==> src/rtl/dqls_pkg.sv <==
// Shared constants and types for the deque with linear search.
package dqls_pkg;

    localparam int DQLS_DEPTH_DEF      = 16;
    localparam int DQLS_DATA_WIDTH_DEF = 32;

    localparam int CMD_W    = 3;
    localparam int VALUE_W  = 32;
    localparam int STATUS_W = 2;
    localparam int FIELD5_W = 5;

    localparam logic [CMD_W-1:0] CMD_PUSH_FRONT = 3'd0;
    localparam logic [CMD_W-1:0] CMD_PUSH_BACK  = 3'd1;
    localparam logic [CMD_W-1:0] CMD_POP_FRONT  = 3'd2;
    localparam logic [CMD_W-1:0] CMD_POP_BACK   = 3'd3;
    localparam logic [CMD_W-1:0] CMD_FIND       = 3'd4;

    localparam logic [STATUS_W-1:0] STATUS_OK        = 2'd0;
    localparam logic [STATUS_W-1:0] STATUS_EMPTY     = 2'd1;
    localparam logic [STATUS_W-1:0] STATUS_FULL      = 2'd2;
    localparam logic [STATUS_W-1:0] STATUS_NOT_FOUND = 2'd3;

    typedef struct packed {
        logic [FIELD5_W-1:0] length;
        logic [FIELD5_W-1:0] position;
        logic [STATUS_W-1:0] status;
    } dqls_res_t;

endpackage

==> src/rtl/deque_with_linear_search.sv <==
// Bounded deque with front-to-back search over a ring memory.
// Push/pop: result registered on acceptance; one per cycle while m_tready allows.
// Find: reads the ring memory from the front through its one read port, stopping
//   at the first match or after the last entry; blocks new commands while scanning.
// Reset (aresetn low, synchronous) empties the queue; no clearing pass,
//   memory contents stay as they are and are only read once written.
module deque_with_linear_search #(
    parameter int DEPTH      = dqls_pkg::DQLS_DEPTH_DEF,
    parameter int DATA_WIDTH = dqls_pkg::DQLS_DATA_WIDTH_DEF
) (
    input  logic        aclk,
    input  logic        aresetn,
    input  logic        s_tvalid,
    output logic        s_tready,
    input  logic [39:0] s_tdata,   // cmd[2:0], value[34:3], zero pad [39:35]
    output logic        m_tvalid,
    input  logic        m_tready,
    output logic [15:0] m_tdata    // status[1:0], position[6:2], length[11:7], pad
);
    import dqls_pkg::*;

    localparam int ADDR_W = $clog2(DEPTH);
    localparam int CNT_W  = $clog2(DEPTH + 1);

    logic                  out_valid_reg, out_valid_next;
    dqls_res_t             out_res_reg;
    logic                  out_free;
    logic                  res_valid;
    dqls_res_t             res;
    logic                  wr_en;
    logic [ADDR_W-1:0]     wr_addr, rd_addr;
    logic [DATA_WIDTH-1:0] wr_data, rd_data;

    assign out_free = !out_valid_reg || m_tready;

    dqls_ctrl #(
        .DEPTH      (DEPTH),
        .DATA_WIDTH (DATA_WIDTH),
        .ADDR_W     (ADDR_W),
        .CNT_W      (CNT_W)
    ) u_ctrl (
        .aclk      (aclk),
        .aresetn   (aresetn),
        .cmd_valid (s_tvalid),
        .cmd_ready (s_tready),
        .cmd       (s_tdata[CMD_W-1:0]),
        .value     (s_tdata[CMD_W+VALUE_W-1:CMD_W]),
        .out_free  (out_free),
        .res_valid (res_valid),
        .res       (res),
        .wr_en     (wr_en),
        .wr_addr   (wr_addr),
        .wr_data   (wr_data),
        .rd_addr   (rd_addr),
        .rd_data   (rd_data)
    );

    dqls_ram #(
        .DEPTH      (DEPTH),
        .DATA_WIDTH (DATA_WIDTH),
        .ADDR_W     (ADDR_W)
    ) u_ram (
        .aclk    (aclk),
        .wr_en   (wr_en),
        .wr_addr (wr_addr),
        .wr_data (wr_data),
        .rd_addr (rd_addr),
        .rd_data (rd_data)
    );

    // result register: a new result only arrives when the slot is free
    always_comb begin
        if (res_valid) begin
            out_valid_next = 1'b1;
        end else if (m_tready) begin
            out_valid_next = 1'b0;
        end else begin
            out_valid_next = out_valid_reg;
        end
    end

    always_ff @(posedge aclk) begin
        if (!aresetn) begin
            out_valid_reg <= 1'b0;
        end else begin
            out_valid_reg <= out_valid_next;
        end
    end

    always_ff @(posedge aclk) begin
        if (res_valid) begin
            out_res_reg <= res;
        end
    end

    assign m_tvalid = out_valid_reg;
    assign m_tdata  = {4'd0, out_res_reg};

endmodule

==> src/rtl/dqls_ram.sv <==
// Ring storage: one write port, one read port with registered read data.
module dqls_ram #(
    parameter int DEPTH      = 16,
    parameter int DATA_WIDTH = 32,
    parameter int ADDR_W     = $clog2(DEPTH)
) (
    input  logic                  aclk,
    input  logic                  wr_en,
    input  logic [ADDR_W-1:0]     wr_addr,
    input  logic [DATA_WIDTH-1:0] wr_data,
    input  logic [ADDR_W-1:0]     rd_addr,
    output logic [DATA_WIDTH-1:0] rd_data
);

    logic [DATA_WIDTH-1:0] mem [DEPTH];

    always_ff @(posedge aclk) begin
        if (wr_en) begin
            mem[wr_addr] <= wr_data;
        end
    end

    always_ff @(posedge aclk) begin
        rd_data <= mem[rd_addr];
    end

endmodule

==> src/rtl/dqls_ctrl.sv <==
// Command sequencer: front pointer, count, push/pop updates and the search scan.
module dqls_ctrl #(
    parameter int DEPTH      = 16,
    parameter int DATA_WIDTH = 32,
    parameter int ADDR_W     = $clog2(DEPTH),
    parameter int CNT_W      = $clog2(DEPTH + 1)
) (
    input  logic                         aclk,
    input  logic                         aresetn,
    input  logic                         cmd_valid,
    output logic                         cmd_ready,
    input  logic [dqls_pkg::CMD_W-1:0]   cmd,
    input  logic [dqls_pkg::VALUE_W-1:0] value,
    input  logic                         out_free,
    output logic                         res_valid,
    output dqls_pkg::dqls_res_t          res,
    output logic                         wr_en,
    output logic [ADDR_W-1:0]            wr_addr,
    output logic [DATA_WIDTH-1:0]        wr_data,
    output logic [ADDR_W-1:0]            rd_addr,
    input  logic [DATA_WIDTH-1:0]        rd_data
);
    import dqls_pkg::*;

    localparam logic ST_IDLE = 1'b0;
    localparam logic ST_SCAN = 1'b1;

    localparam logic [ADDR_W-1:0] LAST_IDX = ADDR_W'(DEPTH - 1);
    localparam logic [CNT_W-1:0]  FULL_CNT = CNT_W'(DEPTH);
    localparam logic [ADDR_W:0]   DEPTH_X  = (ADDR_W + 1)'(DEPTH);

    logic                  state_reg, state_next;
    logic [ADDR_W-1:0]     front_reg, front_next;
    logic [CNT_W-1:0]      count_reg, count_next;
    logic [ADDR_W-1:0]     rd_ptr_reg, rd_ptr_next;
    logic [ADDR_W-1:0]     cmp_off_reg, cmp_off_next;
    logic [DATA_WIDTH-1:0] target_reg, target_next;

    logic                  accept;
    logic [63:0]           value_wide;
    logic [DATA_WIDTH-1:0] word;
    logic [ADDR_W-1:0]     front_inc, front_dec, rd_ptr_inc, back_idx;
    logic [ADDR_W:0]       back_sum;
    logic [CNT_W-1:0]      cmp_pos;

    function automatic logic [ADDR_W-1:0] wrap_inc(input logic [ADDR_W-1:0] p);
        return (p == LAST_IDX) ? '0 : p + 1'b1;
    endfunction

    function automatic logic [ADDR_W-1:0] wrap_dec(input logic [ADDR_W-1:0] p);
        return (p == '0) ? LAST_IDX : p - 1'b1;
    endfunction

    assign cmd_ready  = (state_reg == ST_IDLE) && out_free;
    assign accept     = cmd_valid && cmd_ready;
    assign value_wide = {32'd0, value};
    assign word       = value_wide[DATA_WIDTH-1:0];
    assign front_inc  = wrap_inc(front_reg);
    assign front_dec  = wrap_dec(front_reg);
    assign rd_ptr_inc = wrap_inc(rd_ptr_reg);
    // front + count stays below twice the depth when not full
    assign back_sum   = {1'b0, front_reg} + (ADDR_W + 1)'(count_reg);
    assign back_idx   = (back_sum >= DEPTH_X) ? ADDR_W'(back_sum - DEPTH_X)
                                              : ADDR_W'(back_sum);
    assign cmp_pos    = CNT_W'(cmp_off_reg) + 1'b1;

    always_comb begin
        state_next   = state_reg;
        front_next   = front_reg;
        count_next   = count_reg;
        rd_ptr_next  = rd_ptr_reg;
        cmp_off_next = cmp_off_reg;
        target_next  = target_reg;
        res_valid    = 1'b0;
        res.status   = STATUS_OK;
        res.position = '0;
        wr_en        = 1'b0;
        wr_addr      = back_idx;
        wr_data      = word;
        rd_addr      = (state_reg == ST_IDLE) ? front_reg : rd_ptr_reg;

        unique case (state_reg)
            ST_IDLE: begin
                if (accept) begin
                    res_valid = 1'b1;
                    unique case (cmd)
                        CMD_PUSH_FRONT: begin
                            if (count_reg == FULL_CNT) begin
                                res.status = STATUS_FULL;
                            end else begin
                                wr_en      = 1'b1;
                                wr_addr    = front_dec;
                                front_next = front_dec;
                                count_next = count_reg + 1'b1;
                            end
                        end
                        CMD_PUSH_BACK: begin
                            if (count_reg == FULL_CNT) begin
                                res.status = STATUS_FULL;
                            end else begin
                                wr_en      = 1'b1;
                                count_next = count_reg + 1'b1;
                            end
                        end
                        CMD_POP_FRONT: begin
                            if (count_reg == '0) begin
                                res.status = STATUS_EMPTY;
                            end else begin
                                front_next = front_inc;
                                count_next = count_reg - 1'b1;
                            end
                        end
                        CMD_POP_BACK: begin
                            if (count_reg == '0) begin
                                res.status = STATUS_EMPTY;
                            end else begin
                                count_next = count_reg - 1'b1;
                            end
                        end
                        CMD_FIND: begin
                            if (count_reg == '0) begin
                                res.status = STATUS_EMPTY;
                            end else begin
                                // front entry read is issued this cycle
                                res_valid    = 1'b0;
                                target_next  = word;
                                rd_ptr_next  = front_inc;
                                cmp_off_next = '0;
                                state_next   = ST_SCAN;
                            end
                        end
                        default: begin
                        end
                    endcase
                end
            end
            ST_SCAN: begin
                // rd_data holds the entry at cmp_off; next read runs one ahead
                rd_ptr_next = rd_ptr_inc;
                if (rd_data == target_reg) begin
                    res_valid    = 1'b1;
                    res.status   = STATUS_OK;
                    res.position = FIELD5_W'(cmp_pos);
                    state_next   = ST_IDLE;
                end else if (cmp_pos == count_reg) begin
                    res_valid  = 1'b1;
                    res.status = STATUS_NOT_FOUND;
                    state_next = ST_IDLE;
                end else begin
                    cmp_off_next = cmp_off_reg + 1'b1;
                end
            end
            default: begin
                state_next = ST_IDLE;
            end
        endcase

        res.length = FIELD5_W'(count_next);
    end

    always_ff @(posedge aclk) begin
        if (!aresetn) begin
            state_reg <= ST_IDLE;
            front_reg <= '0;
            count_reg <= '0;
        end else begin
            state_reg <= state_next;
            front_reg <= front_next;
            count_reg <= count_next;
        end
    end

    always_ff @(posedge aclk) begin
        rd_ptr_reg  <= rd_ptr_next;
        cmp_off_reg <= cmp_off_next;
        target_reg  <= target_next;
    end

endmodule

==> config.mk <==
export PLATFORM = sky130hd
export DESIGN_NAME = deque_with_linear_search
export DESIGN_NICKNAME = d
export VERILOG_FILES = /design/src/rtl/dqls_pkg.sv /design/src/rtl/deque_with_linear_search.sv /design/src/rtl/dqls_ram.sv /design/src/rtl/dqls_ctrl.sv
export SDC_FILE = /design/constraint.sdc
export NUM_CORES = 1
export LEC_CHECK = 0
export ABC_AREA = 1
export CORE_AREA = 3 3 245 271
export CTS_CLUSTER_DIAMETER = 150
export DETAILED_ROUTE_END_ITERATION = 10
export DIE_AREA = 0 0 248 274
export DONT_BUFFER_PORTS = 1
export PLACE_DENSITY = 0.65
export SLEW_MARGIN = 30
export SYNTH_ARGS = -nofsm -noshare
export SYNTH_HDL_FRONTEND = slang
export SYNTH_SLANG_ARGS = --single-unit
==> constraint.sdc <==
create_clock -name aclk -period 3.4 [get_ports aclk]
set_clock_uncertainty 0.2 [all_clocks]
set_input_delay 0.51 -clock aclk [delete_from_list [all_inputs] [get_ports aclk]]
set_output_delay 0.51 -clock aclk [all_outputs]
set_load 0.05 [all_outputs]
==> summary.txt, run 1 <==
outcome = completed
GP Congestion = 0.835
Worst VDD drop = 0.380 mV
worst flop-to-flop path startpoint = u_ctrl.count_reg[0]
die height = 274 µm
First-pass DRT Iterations = 5
Unique masters post-synth = 32
Worst Reg2Reg Path Length in Cells = 15
crit-path most repeated cell = nand2_1
startpoint types = flip-flop
hold_ws = 45.4 ps
fin crit share = 90.0%
Non-Filler Instances = 3005
die area = 68000 µm²
hold path endpoint = u_ctrl.count_reg[4]
Ys Warns = 0
critical path cell sequence = inv_1 -> ha_1 -> nand2_1 -> nor2_2 -> nand2_1 -> nand2_1 -> nor2_4 -> nand2_2 -> inv_1 -> nand2_1 -> o21ai_1 -> buf_4 -> nand2_1 -> nor2_4 -> buf_12
Post-DP HPWL = 31.2 mm
number of H-tree levels = 2
Nets = 2167
total gr overflow = 0
final hold vios = 0
Post-Syn Area = 24800 µm²
total wire length = 55.2 mm
hold depth = 5
layout cells sized above 1 = 9.02%
Area Growth Syn to Fin = 16.5%
slowest stage delay, CP = 400 ps
Finish-stage setup viols = 0
Clk Latency, worst-skew pair = 630 ps
power per cell area = 564 nW/µm²
first-pass GRT wire length = 85.0 mm
Final Critical Period = 3060 ps
FF+latch count, synth = 607
commonest non-fill, non-tap cell in the layout = edfxtp_1
Mapped Cells = 2053
Vias/cell = 5.06
HP Start = s_tdata[2]
CTS Buffer Depth = 3
vias in the first global route = 14800
delay-heaviest family, CP = simple AND/OR/NAND/NOR gates
DR iter-0 viols = 1429
worst setup path class = reg -> reg
largest net degree at the start of global routing = 130
Buf+Inv Stages, Crit Path = 4
post-route ant nets = 0
RSZ-0062 raised after global routing = false
Syn Area/Cell = 12.1 µm²
I/O pin cnt = 62
FF-to-FF setup slack = 340 ps
CTS tree = done
Seq/Total Area, Yosys = 71.7%
Placed Instances = 2856
Critical R2R Capture = u_ram.mem[13][19]
Via Count = 15200
CTS buffer count = 58
DRC = 0
most frequent cells in the layout = edfxtp_1, inv_1, nand2_1
# rows = 97
Critical Path RT = 3480 ps
CP Max Fanout = 32
FILL cells = 5552
CTS clk-pin slew, worst paths = 60 ps
Slew headroom = 40.1%
Worst setup EP type = flip-flop
PortBufs = 0
CP max stage cell = dfxtp_1
Starting Density = 38.9%
All-Layer GR Usage = 16.2%
leakage = 10.5 nW
critical path arrival = 3140 ps
measured slew at the worst slew-check pin = 891 ps
Max Cap Viol = 0
initial antenna violation count = 4
max reg flops = 512
DR WL/cell = 18.4 µm
Hold Crit Class = in -> reg
f_max = 0.327 GHz
root buffer cell = clkbuf_16
chip width = 248 µm
Final Max Slew Viols = 0
core area = 63700 µm²
Sink Count = 607
## report_power, final
part	internal, mW	switching (mW)	leakage, nW	total, mW
Clock	3.96	2.74	0.983	6.70
Combinational	0.407	0.788	4.08	1.20
Sequential	8.30	0.0943	5.45	8.40
Total	12.7	3.62	10.5	16.3
## how the worst max path moves through the flow
stage / startpoint / to / slack [ps] / cells past startpoint
after detailed placement: u_ctrl.count_reg[0] / u_ram.mem[0][28] / 180 / 14
after global routing: u_ctrl.count_reg[0] / u_ram.mem[13][19] / 100 / 15
final: u_ctrl.count_reg[0] / u_ram.mem[13][19] / 340 / 15
after CTS: u_ctrl.count_reg[0] / u_ram.mem[0][23] / 140 / 14
after global placement: u_ctrl.count_reg[0] / u_ram.mem[0][26] / 230 / 14
after floorplan: m_tvalid / u_ram.mem[3][0] / -190 / 9
## synthesized netlist by cell type, drive strengths merged
cell	n	area share (%)
edfxtp	564	68
inv	319	4.8
nand2	267	4.1
nand3	215	4.3
o21ai	151	3.1
a21oi	140	2.8
o211ai	129	3.9
buf	90	1.8
nor2	49	0.79
dfxtp	43	3.5
xnor2	28	0.99
clkbuf	22	0.33
ha	9	0.45
xor2	9	0.32
nand4	4	0.10
nor3	4	0.081
a31oi	2	0.050
o21a	2	0.060
o221ai	2	0.071
conb	1	0.015
fa	1	0.081
o22ai	1	0.025
or2	1	0.025
## per-stage QoR
step / cell area [µm²] / worst slack [ps] / util [%] / total power, mW / TNS, ps
finish: 28900 / 342 / 45.4 / 16.3 / 0
floorplan: 24900 / -192 / - / 9.30 / -62040
detailed placement: 26500 / 183 / 41.6 / 9.63 / 0
global route: 28900 / 95.1 / 45.4 / 16.9 / 0
CTS: 28900 / 142 / 45.3 / 16.4 / 0
global placement: 26500 / 234 / 41.6 / 9.60 / 0
## kinds of logic (layout without fill, tap and decap cells)
group | after synthesis | count (layout) | share of synthesized area [%]
buffers and inverters | 431 | 536 | 6.99
AOI/OAI and AO/OA | 427 | 427 | 10.0
adders and majority gates | 10 | 10 | 0.535
and+or+nand+nor | 540 | 540 | 9.40
DFF | 607 | 607 | 71.7
xor gates and xnor gates | 37 | 37 | 1.31
other | 1 | 7 | 0.0151
## layer usage
layer	vias to the layer above	part of all wire (%)	track usage, %
met4	0	3.3	5.65
li1	7336	-	-
met2	434	48	27.5
met3	118	6.0	2.76
met5	-	0	0
met1	7326	43	21.0
## area by class of cell
type,instances,area [µm²],share of cell area (%)
antenna,3,7.51,0.0260
clock buffer,76,1580,5.46
clock inverter,32,422,1.46
inverter,319,1200,4.14
multi-input combinational,1018,5460,18.9
sequential,607,17800,61.6
tap,841,1050,3.64
timing repair buffer,109,1380,4.79
## what timing repair did
| item | CTS | global route |
|---|---|---|
| setup endpoints to repair | 0 | 14 |
| hold buffers | 36 | 0 |
| hold endpoints to repair | 556 | 0 |
| gates resized for setup | 0 | 0 |
| buffers inserted | 0 | 2 |
## tightest hold or removal path, cell delays in order
cell,delay [ps]
nor2_1,50
inv_1,70
nor2_1,50
nand2_1,70
a21oi_1,70
No activity file was read; power rests on OpenSTA's default activity.
==> inputs of run 2 (changes only) <==
--- a/config.mk
+++ b/config.mk
@@ -6,13 +6,14 @@
 export NUM_CORES = 1
 export LEC_CHECK = 0
 export ABC_AREA = 1
-export CORE_AREA = 3 3 245 271
+export CORE_AREA = 3 3 220 222
 export CTS_CLUSTER_DIAMETER = 150
 export DETAILED_ROUTE_END_ITERATION = 10
-export DIE_AREA = 0 0 248 274
+export DIE_AREA = 0 0 223 225
 export DONT_BUFFER_PORTS = 1
-export PLACE_DENSITY = 0.65
+export PLACE_DENSITY = 0.85
 export SLEW_MARGIN = 30
 export SYNTH_ARGS = -nofsm -noshare
 export SYNTH_HDL_FRONTEND = slang
+export SYNTH_HIERARCHICAL = 1
 export SYNTH_SLANG_ARGS = --single-unit
==> run 2 against run 1 <==
First-iteration DRC count rose by 58%. Fmax is 6.3% lower. Synthesized cell count increased by 22%.
==> summary.txt, run 2 <==
f_max = 0.306 GHz (-6.3%)
FF+latch count, synth = 607 (unchanged)
CTS Buffer Depth = 3 (unchanged)
Ys Warns = 6 (+6)
worst setup path class = reg -> reg
Area Growth Syn to Fin = 10.5%
largest net degree at the start of global routing = 161 (+24%)
Mapped Cells = 2508 (+22%)
Synth area leader = edfxtp_1
Critical Path RT = 3490 ps (about the same)
most common cell in the synthesized netlist = nand2_1
root buffer cell = clkbuf_16
die height = 225 µm (-18%)
P_sw = 3.66 mW (+1.1%)
startpoint types = flip-flop
Final Critical Period = 3260 ps (+205 ps)
Post-synth EDFFs = 564 (unchanged)
CTS buffer count = 58 (unchanged)
# rows = 79 (-19%)
final core utilization = 62.7% (+17 points)
Post-DP HPWL = 33.2 mm (+6.3%)
Nets = 2569 (+19%)
RSZ-0062 raised after global routing = true
GP Congestion = 0.827 (-1.0%)
initial antenna violation count = 3 (-1)
total wire length = 61.4 mm (+11%)
ys flop type = edfxtp_1
Finish-stage setup viols = 0 (unchanged)
Sink Count = 607 (unchanged)
post-route ant nets = 0 (unchanged)
critical path cell sequence = inv_1 -> ha_1 -> nand2_4 -> nor2_8 -> nand2_4 -> nand2_2 -> nor2_2 -> nand2_2 -> mux2i_1 -> nand3b_1 -> nor2_4 -> buf_12
DR iter-0 viols = 2261 (+58%)
cell area after layout = 29200 µm² (+1.0%)
Int Power = 12.2 mW (-4.0%)
All-Layer GR Usage = 24.2% (+8.0 points)
Syn Area/Cell = 10.5 µm² (-13%)
CP max stage cell = dfxtp_1
CTS clk-pin slew, worst paths = 60 ps (about the same)
DR WL/cell = 19.4 µm (+5.3%)
Slew headroom = 40.1% (about the same)
Gate power share = 7.6% (+0.3 points)
commonest non-fill, non-tap cell in the layout = nand2_1
critical path arrival = 3350 ps (+210 ps)
FILL cells = 3191 (-43%)
Hold Crit Class = in -> reg
most frequent cells in the layout = nand2_1, edfxtp_1, inv_1
Via Count = 17800 (+17%)
layout cells sized above 1 = 7.49% (-1.5 points)
DRC = 0 (unchanged)
slowest stage delay, CP = 460 ps (+60 ps)
Seq/Total Area, Yosys = 67.4% (-4.3 points)
CP Max Fanout = 32 (unchanged)
Max Cap Viol = 0 (unchanged)
Vias/cell = 5.60 (+11%)
final hold vios = 0 (unchanged)
Starting Density = 56.7% (+18 points)
Post-DP Area = 27000 µm² (+1.8%)
leakage = 12.1 nW (+15%)
sw frac = 23.1% (+0.90 points)
Clk pwr share = 39.3% (-1.8 points)
Non-Filler Instances = 3173 (+5.6%)
Fin Setup TNS = 0 ps (unchanged)
core area = 46600 µm² (-27%)
PortBufs = 0 (unchanged)
vias in the first global route = 17900 (+20%)
power per cell area = 542 nW/µm² (-3.8%)
fin crit share = 96.0% (+6.0 points)
die area = 50200 µm² (-26%)
Buf+Inv Stages, Crit Path = 2 (-2)
ranking of synthesized cells by area = edfxtp_1, nand2_1, nand3_1, inv_1, dfxtp_1
number of H-tree levels = 2 (unchanged)
Final Max Slew Viols = 0 (unchanged)
CTS tree = done
Worst setup EP type = flip-flop
chip width = 223 µm (-10%)
Tot Pwr = 15.8 mW (-2.8%)
first-pass GRT wire length = 95.3 mm (+12%)
area share of the leading cell type in the synthesized netlist = 64.1% (-4.1 points)
I/O pin cnt = 62 (unchanged)
Post-Syn Area = 26400 µm² (+6.4%)
Clk Latency, worst-skew pair = 620 ps (about the same)
outcome = completed
measured slew at the worst slew-check pin = 895 ps (+3.71 ps)
First-pass DRT Iterations = 6 (+1)
Synth top cells by count = nand2_1, edfxtp_1, inv_1
Placed Instances = 3025 (+5.9%)
Unique masters post-synth = 40 (+25%)
Post-synth ARST share = 0% (unchanged)
max reg flops = 512 (unchanged)
Seq pwr share = 53.1% (+1.6 points)
Post-CTS Resized = 0 (unchanged)
delay-heaviest family, CP = simple AND/OR/NAND/NOR gates
total gr overflow = 0 (unchanged)
Worst VDD drop = 0.374 mV (-1.8%)
run 2: worst reg2reg max path, cell delays in order, from the launching register on:
cell and delay (ps):
dfxtp_1 460, inv_1 150, ha_1 260, nand2_4 110
nor2_8 50, nand2_4 100, nand2_2 80, nor2_2 180
nand2_2 130, mux2i_1 310, nand3b_1 390, nor2_4 220
buf_12 260
run 2: metrics by stage:
step	setup WS, ps	hold WS [ps]
5_1_grt	-3.07	35.6
2_1_floorplan	-231	291
6_report	137	33.0
4_1_cts	107	6.33
3_5_place_dp	119	310
3_3_place_gp	259	307
run 2: cell families after synthesis:
family,Yosys count,synth area share (%)
other cells,1,0.0142
buf+inv,582,10.0
flops,607,67.4
fa+ha+maj,10,0.502
compound gates,38,0.810
xor+xnor,43,1.43
simple gates,1225,19.8
mux,2,0.0758
run 2: layer usage:
layer	vias up	routed length, µm	GRT usage [%]
met5	-	13	0
met4	2	2210	9.76
met3	198	6370	4.82
met2	1102	30500	41.2
met1	8391	22300	30.8
li1	8073	-	-
run 2: cell type report:
class | count | area, µm² | share of cell area (%)
flip-flops and latches | 607 | 17800 | 61.0
multi-input cells | 1322 | 6150 | 21.1
inverters | 436 | 1650 | 5.65
clock buffers | 75 | 1580 | 5.40
repair buffers | 90 | 988 | 3.39
well taps | 607 | 759 | 2.60
clock inverters | 34 | 267 | 0.913
diodes | 2 | 5.00 | 0.0171
run 2: final timing paths:
| kind | from | endpoint | slack (ps) | cells after the start |
|---|---|---|---|---|
| worst max-delay path | u_ctrl/count_reg[1] | u_ram/mem[9][21] | 140 | 12 |
| worst min-delay path | s_tdata[0] | u_ctrl/front_reg[0] | 30 | 3 |
| worst min register to register | u_ctrl/front_reg[1] | u_ctrl/front_reg[1] | 330 | 2 |
| worst max register to register | u_ctrl/count_reg[1] | u_ram/mem[9][21] | 140 | 12 |
run 2: what timing repair did:
action                                  4_1_cts  5_1_grt
endpoints found under the hold margin       554        0
setup buffers                                 0        2
hold buffers                                 35        0
endpoints found under the setup margin        0       56
run 2: power groups by stage:
stage	registers (mW)	logic (mW)	clock network (mW)
floorplan	8.54	0.861	0
global placement	8.56	0.975	0
detailed placement	8.57	1.03	0
CTS	8.41	1.18	6.30
global route	8.42	1.30	6.61
finish	8.41	1.20	6.23
==> inputs of run 3 (changes only) <==
--- a/config.mk
+++ b/config.mk
@@ -6,13 +6,16 @@
 export NUM_CORES = 1
 export LEC_CHECK = 0
 export ABC_AREA = 1
-export CORE_AREA = 3 3 220 222
+export CELL_PAD_IN_SITES_DETAIL_PLACEMENT = 0
+export CELL_PAD_IN_SITES_GLOBAL_PLACEMENT = 1
+export CORE_AREA = 3 3 239 241
+export CTS_BUF_LIST = sky130_fd_sc_hd__clkbuf_8
 export CTS_CLUSTER_DIAMETER = 150
 export DETAILED_ROUTE_END_ITERATION = 10
-export DIE_AREA = 0 0 223 225
+export DIE_AREA = 0 0 242 244
 export DONT_BUFFER_PORTS = 1
-export PLACE_DENSITY = 0.85
-export SLEW_MARGIN = 30
+export PLACE_DENSITY = 0.88
+export SLEW_MARGIN = 0
 export SYNTH_ARGS = -nofsm -noshare
 export SYNTH_HDL_FRONTEND = slang
 export SYNTH_HIERARCHICAL = 1
==> run 3 against run 2 <==
Flip-flop and latch count unchanged. Cell area is 1.8% higher. Critical path type unchanged. Hold slack better by 200 ps. Largest power group unchanged. Sequential power is essentially flat.
==> summary.txt, run 3 (same netlist as run 2, synthesis figures left out) <==
cell area after layout = 29700 µm² (+1.8%)
critical path arrival = 3370 ps (+20 ps)
I/O pin cnt = 62 (unchanged)
chip width = 242 µm (+8.5%)
Hold Crit Class = in -> reg
total gr overflow = 0 (unchanged)
Area Growth Syn to Fin = 12.5%
Slew headroom = 33.1% (-7.0 points)
GP Congestion = 0.818 (-1.1%)
Gate power share = 7.3% (-0.3 points)
die height = 244 µm (+8.4%)
FF-to-FF setup slack = 220 ps (+90 ps)
final hold vios = 0 (unchanged)
most frequent cells in the layout = nand2_1, edfxtp_1, inv_1
Int Power = 12.2 mW (about the same)
die area = 59000 µm² (+18%)
FF/Latch Area = 17800 µm² (unchanged)
First-pass DRT Iterations = 5 (-1)
Worst VDD drop = 0.294 mV (-21%)
Starting Density = 47.9% (-8.8 points)
delay-heaviest family, CP = simple AND/OR/NAND/NOR gates
CTS buffer count = 98 (+69%)
Critical R2R Capture = u_ram/mem[15][3]
# rows = 86 (+8.9%)
critical path cell sequence = inv_1 -> ha_1 -> nand2_4 -> nor2_8 -> nand2_4 -> nand2_2 -> nor2_2 -> nand2_2 -> a21oi_1 -> nand2_2 -> nor2_4 -> buf_4
FILL cells = 4699 (+47%)
Nets = 2618 (+1.9%)
max reg flops = 512 (unchanged)
Setup crit start = u_ctrl/count_reg[1]
fin crit share = 93.4% (-2.6 points)
All-Layer GR Usage = 20.5% (-3.7 points)
Seq pwr share = 52.8% (-0.3 points)
DRC = 0 (unchanged)
CTS tree = done
initial antenna violation count = 4 (+1)
largest net degree at the start of global routing = 129 (-20%)
HP Start = m_tready
RSZ-0062 raised after global routing = false
stages on the worst setup path = 12 (unchanged)
Worst setup EP type = flip-flop
Worst Reg2Reg Path Length in Cells = 12 (unchanged)
DR WL/cell = 17.8 µm (-8.2%)
sw frac = 23.6% (+0.48 points)
layout cells sized above 1 = 9.28% (+1.8 points)
Clk Latency, worst-skew pair = 710 ps (+90 ps)
crit path to = u_ram/mem[15][3]
worst setup path class = reg -> reg
Sink Count = 607 (unchanged)
area occupied by multi-input gates = 6150 µm² (about the same)
vias in the first global route = 17400 (-2.7%)
Clk pwr share = 39.9% (+0.6 points)
power per cell area = 536 nW/µm² (-1.2%)
Finish-stage setup viols = 0 (unchanged)
first-pass GRT wire length = 94.4 mm (-0.88%)
CTS Buffer Depth = 3 (unchanged)
worst flop-to-flop path startpoint = u_ctrl/count_reg[1]
number of H-tree levels = 3 (+1)
startpoint types = flip-flop
Via Count = 17100 (-3.7%)
PortBufs = 0 (unchanged)
Critical Path RT = 3590 ps (+100 ps)
slowest stage delay, CP = 440 ps (-20 ps)
commonest non-fill, non-tap cell in the layout = nand2_1
core area = 55100 µm² (+18%)
root buffer cell = clkbuf_8
Buf+Inv Stages, Crit Path = 2 (unchanged)
leakage = 12.4 nW (+2.3%)
Post-DP HPWL = 33.3 mm (+0.40%)
outcome = completed
Max Cap Viol = 0 (unchanged)
Final Max Slew Viols = 0 (unchanged)
DR iter-0 viols = 1320 (-42%)
post-route ant nets = 0 (unchanged)
Fin Setup TNS = 0 ps (unchanged)
CP max stage cell = dfxtp_1
CP Max Fanout = 7 (-78%)
total wire length = 60.3 mm (-1.9%)
CTS clk-pin slew, worst paths = 70 ps (about the same)
Vias/cell = 5.05 (-9.9%)
Final Critical Period = 3180 ps (-87.8 ps)
f_max = 0.315 GHz (+2.8%)
Post-DP Area = 27300 µm² (+1.2%)
crit-path most repeated cell = nand2_2
Tot Pwr = 15.9 mW (+0.54%)
P_sw = 3.76 mW (+2.6%)
measured slew at the worst slew-check pin = 1000 ps (+108 ps)
[run 3: final cells by class]
cell class / instances / share of cell area [%]
flip-flops and latches: 607 / 59.9
multi-input cells: 1322 / 20.7
inverters: 436 / 5.55
clock buffers: 109 / 5.05
repair buffers: 99 / 3.93
well taps: 748 / 3.15
clock inverters: 68 / 1.66
diodes: 3 / 0.0253
[run 3: worst min-delay path: stages]
cell and delay, ps:
inv_1 50, nand2_2 60, inv_1 70, nor2_2 40
nand2_2 150, o31ai_1 100
[run 3: power groups by stage]
stage | clock (mW) | combinational (mW) | sequential, mW
floorplan | 0 | 0.861 | 8.54
global placement | 0 | 1.01 | 8.56
detailed placement | 0 | 1.03 | 8.56
CTS | 6.50 | 1.17 | 8.41
global route | 6.86 | 1.30 | 8.42
finish | 6.35 | 1.17 | 8.41
[run 3: worst min path at each step]
stage          depth (start not counted)                  end
6_report                               6           m_tdata[0]
5_1_grt                                6           m_tdata[0]
4_1_cts                                6           m_tdata[0]
3_5_place_dp                           2             m_tvalid
3_3_place_gp                           2             m_tvalid
2_1_floorplan                          2  u_ctrl/front_reg[1]
[run 3: layer usage]
| layer | track usage, % | wire length, µm | up-vias |
|---|---|---|---|
| met3 | 4.25 | 4040 | 149 |
| li1 | - | - | 8201 |
| met1 | 26.2 | 24900 | 8222 |
| met5 | 0 | 13 | - |
| met2 | 34.7 | 29500 | 543 |
| met4 | 7.74 | 1780 | 2 |
[run 3: repair_timing]
item,CTS,global route
buffers inserted,0,1
endpoints found under the hold margin,561,0
endpoints found under the setup margin,0,148
hold buffers,39,0
gates resized for setup,0,3
[run 3: stage by stage]
stage	hold WS, ps	utilization (%)	worst slack [ps]	std cells
detailed placement	271	49.6	136	3172
global placement	271	49.6	156	3172
finish	235	53.9	225	3392
global route	256	53.9	5.42	3391
floorplan	291	-	-231	2511
CTS	179	53.9	102	3388
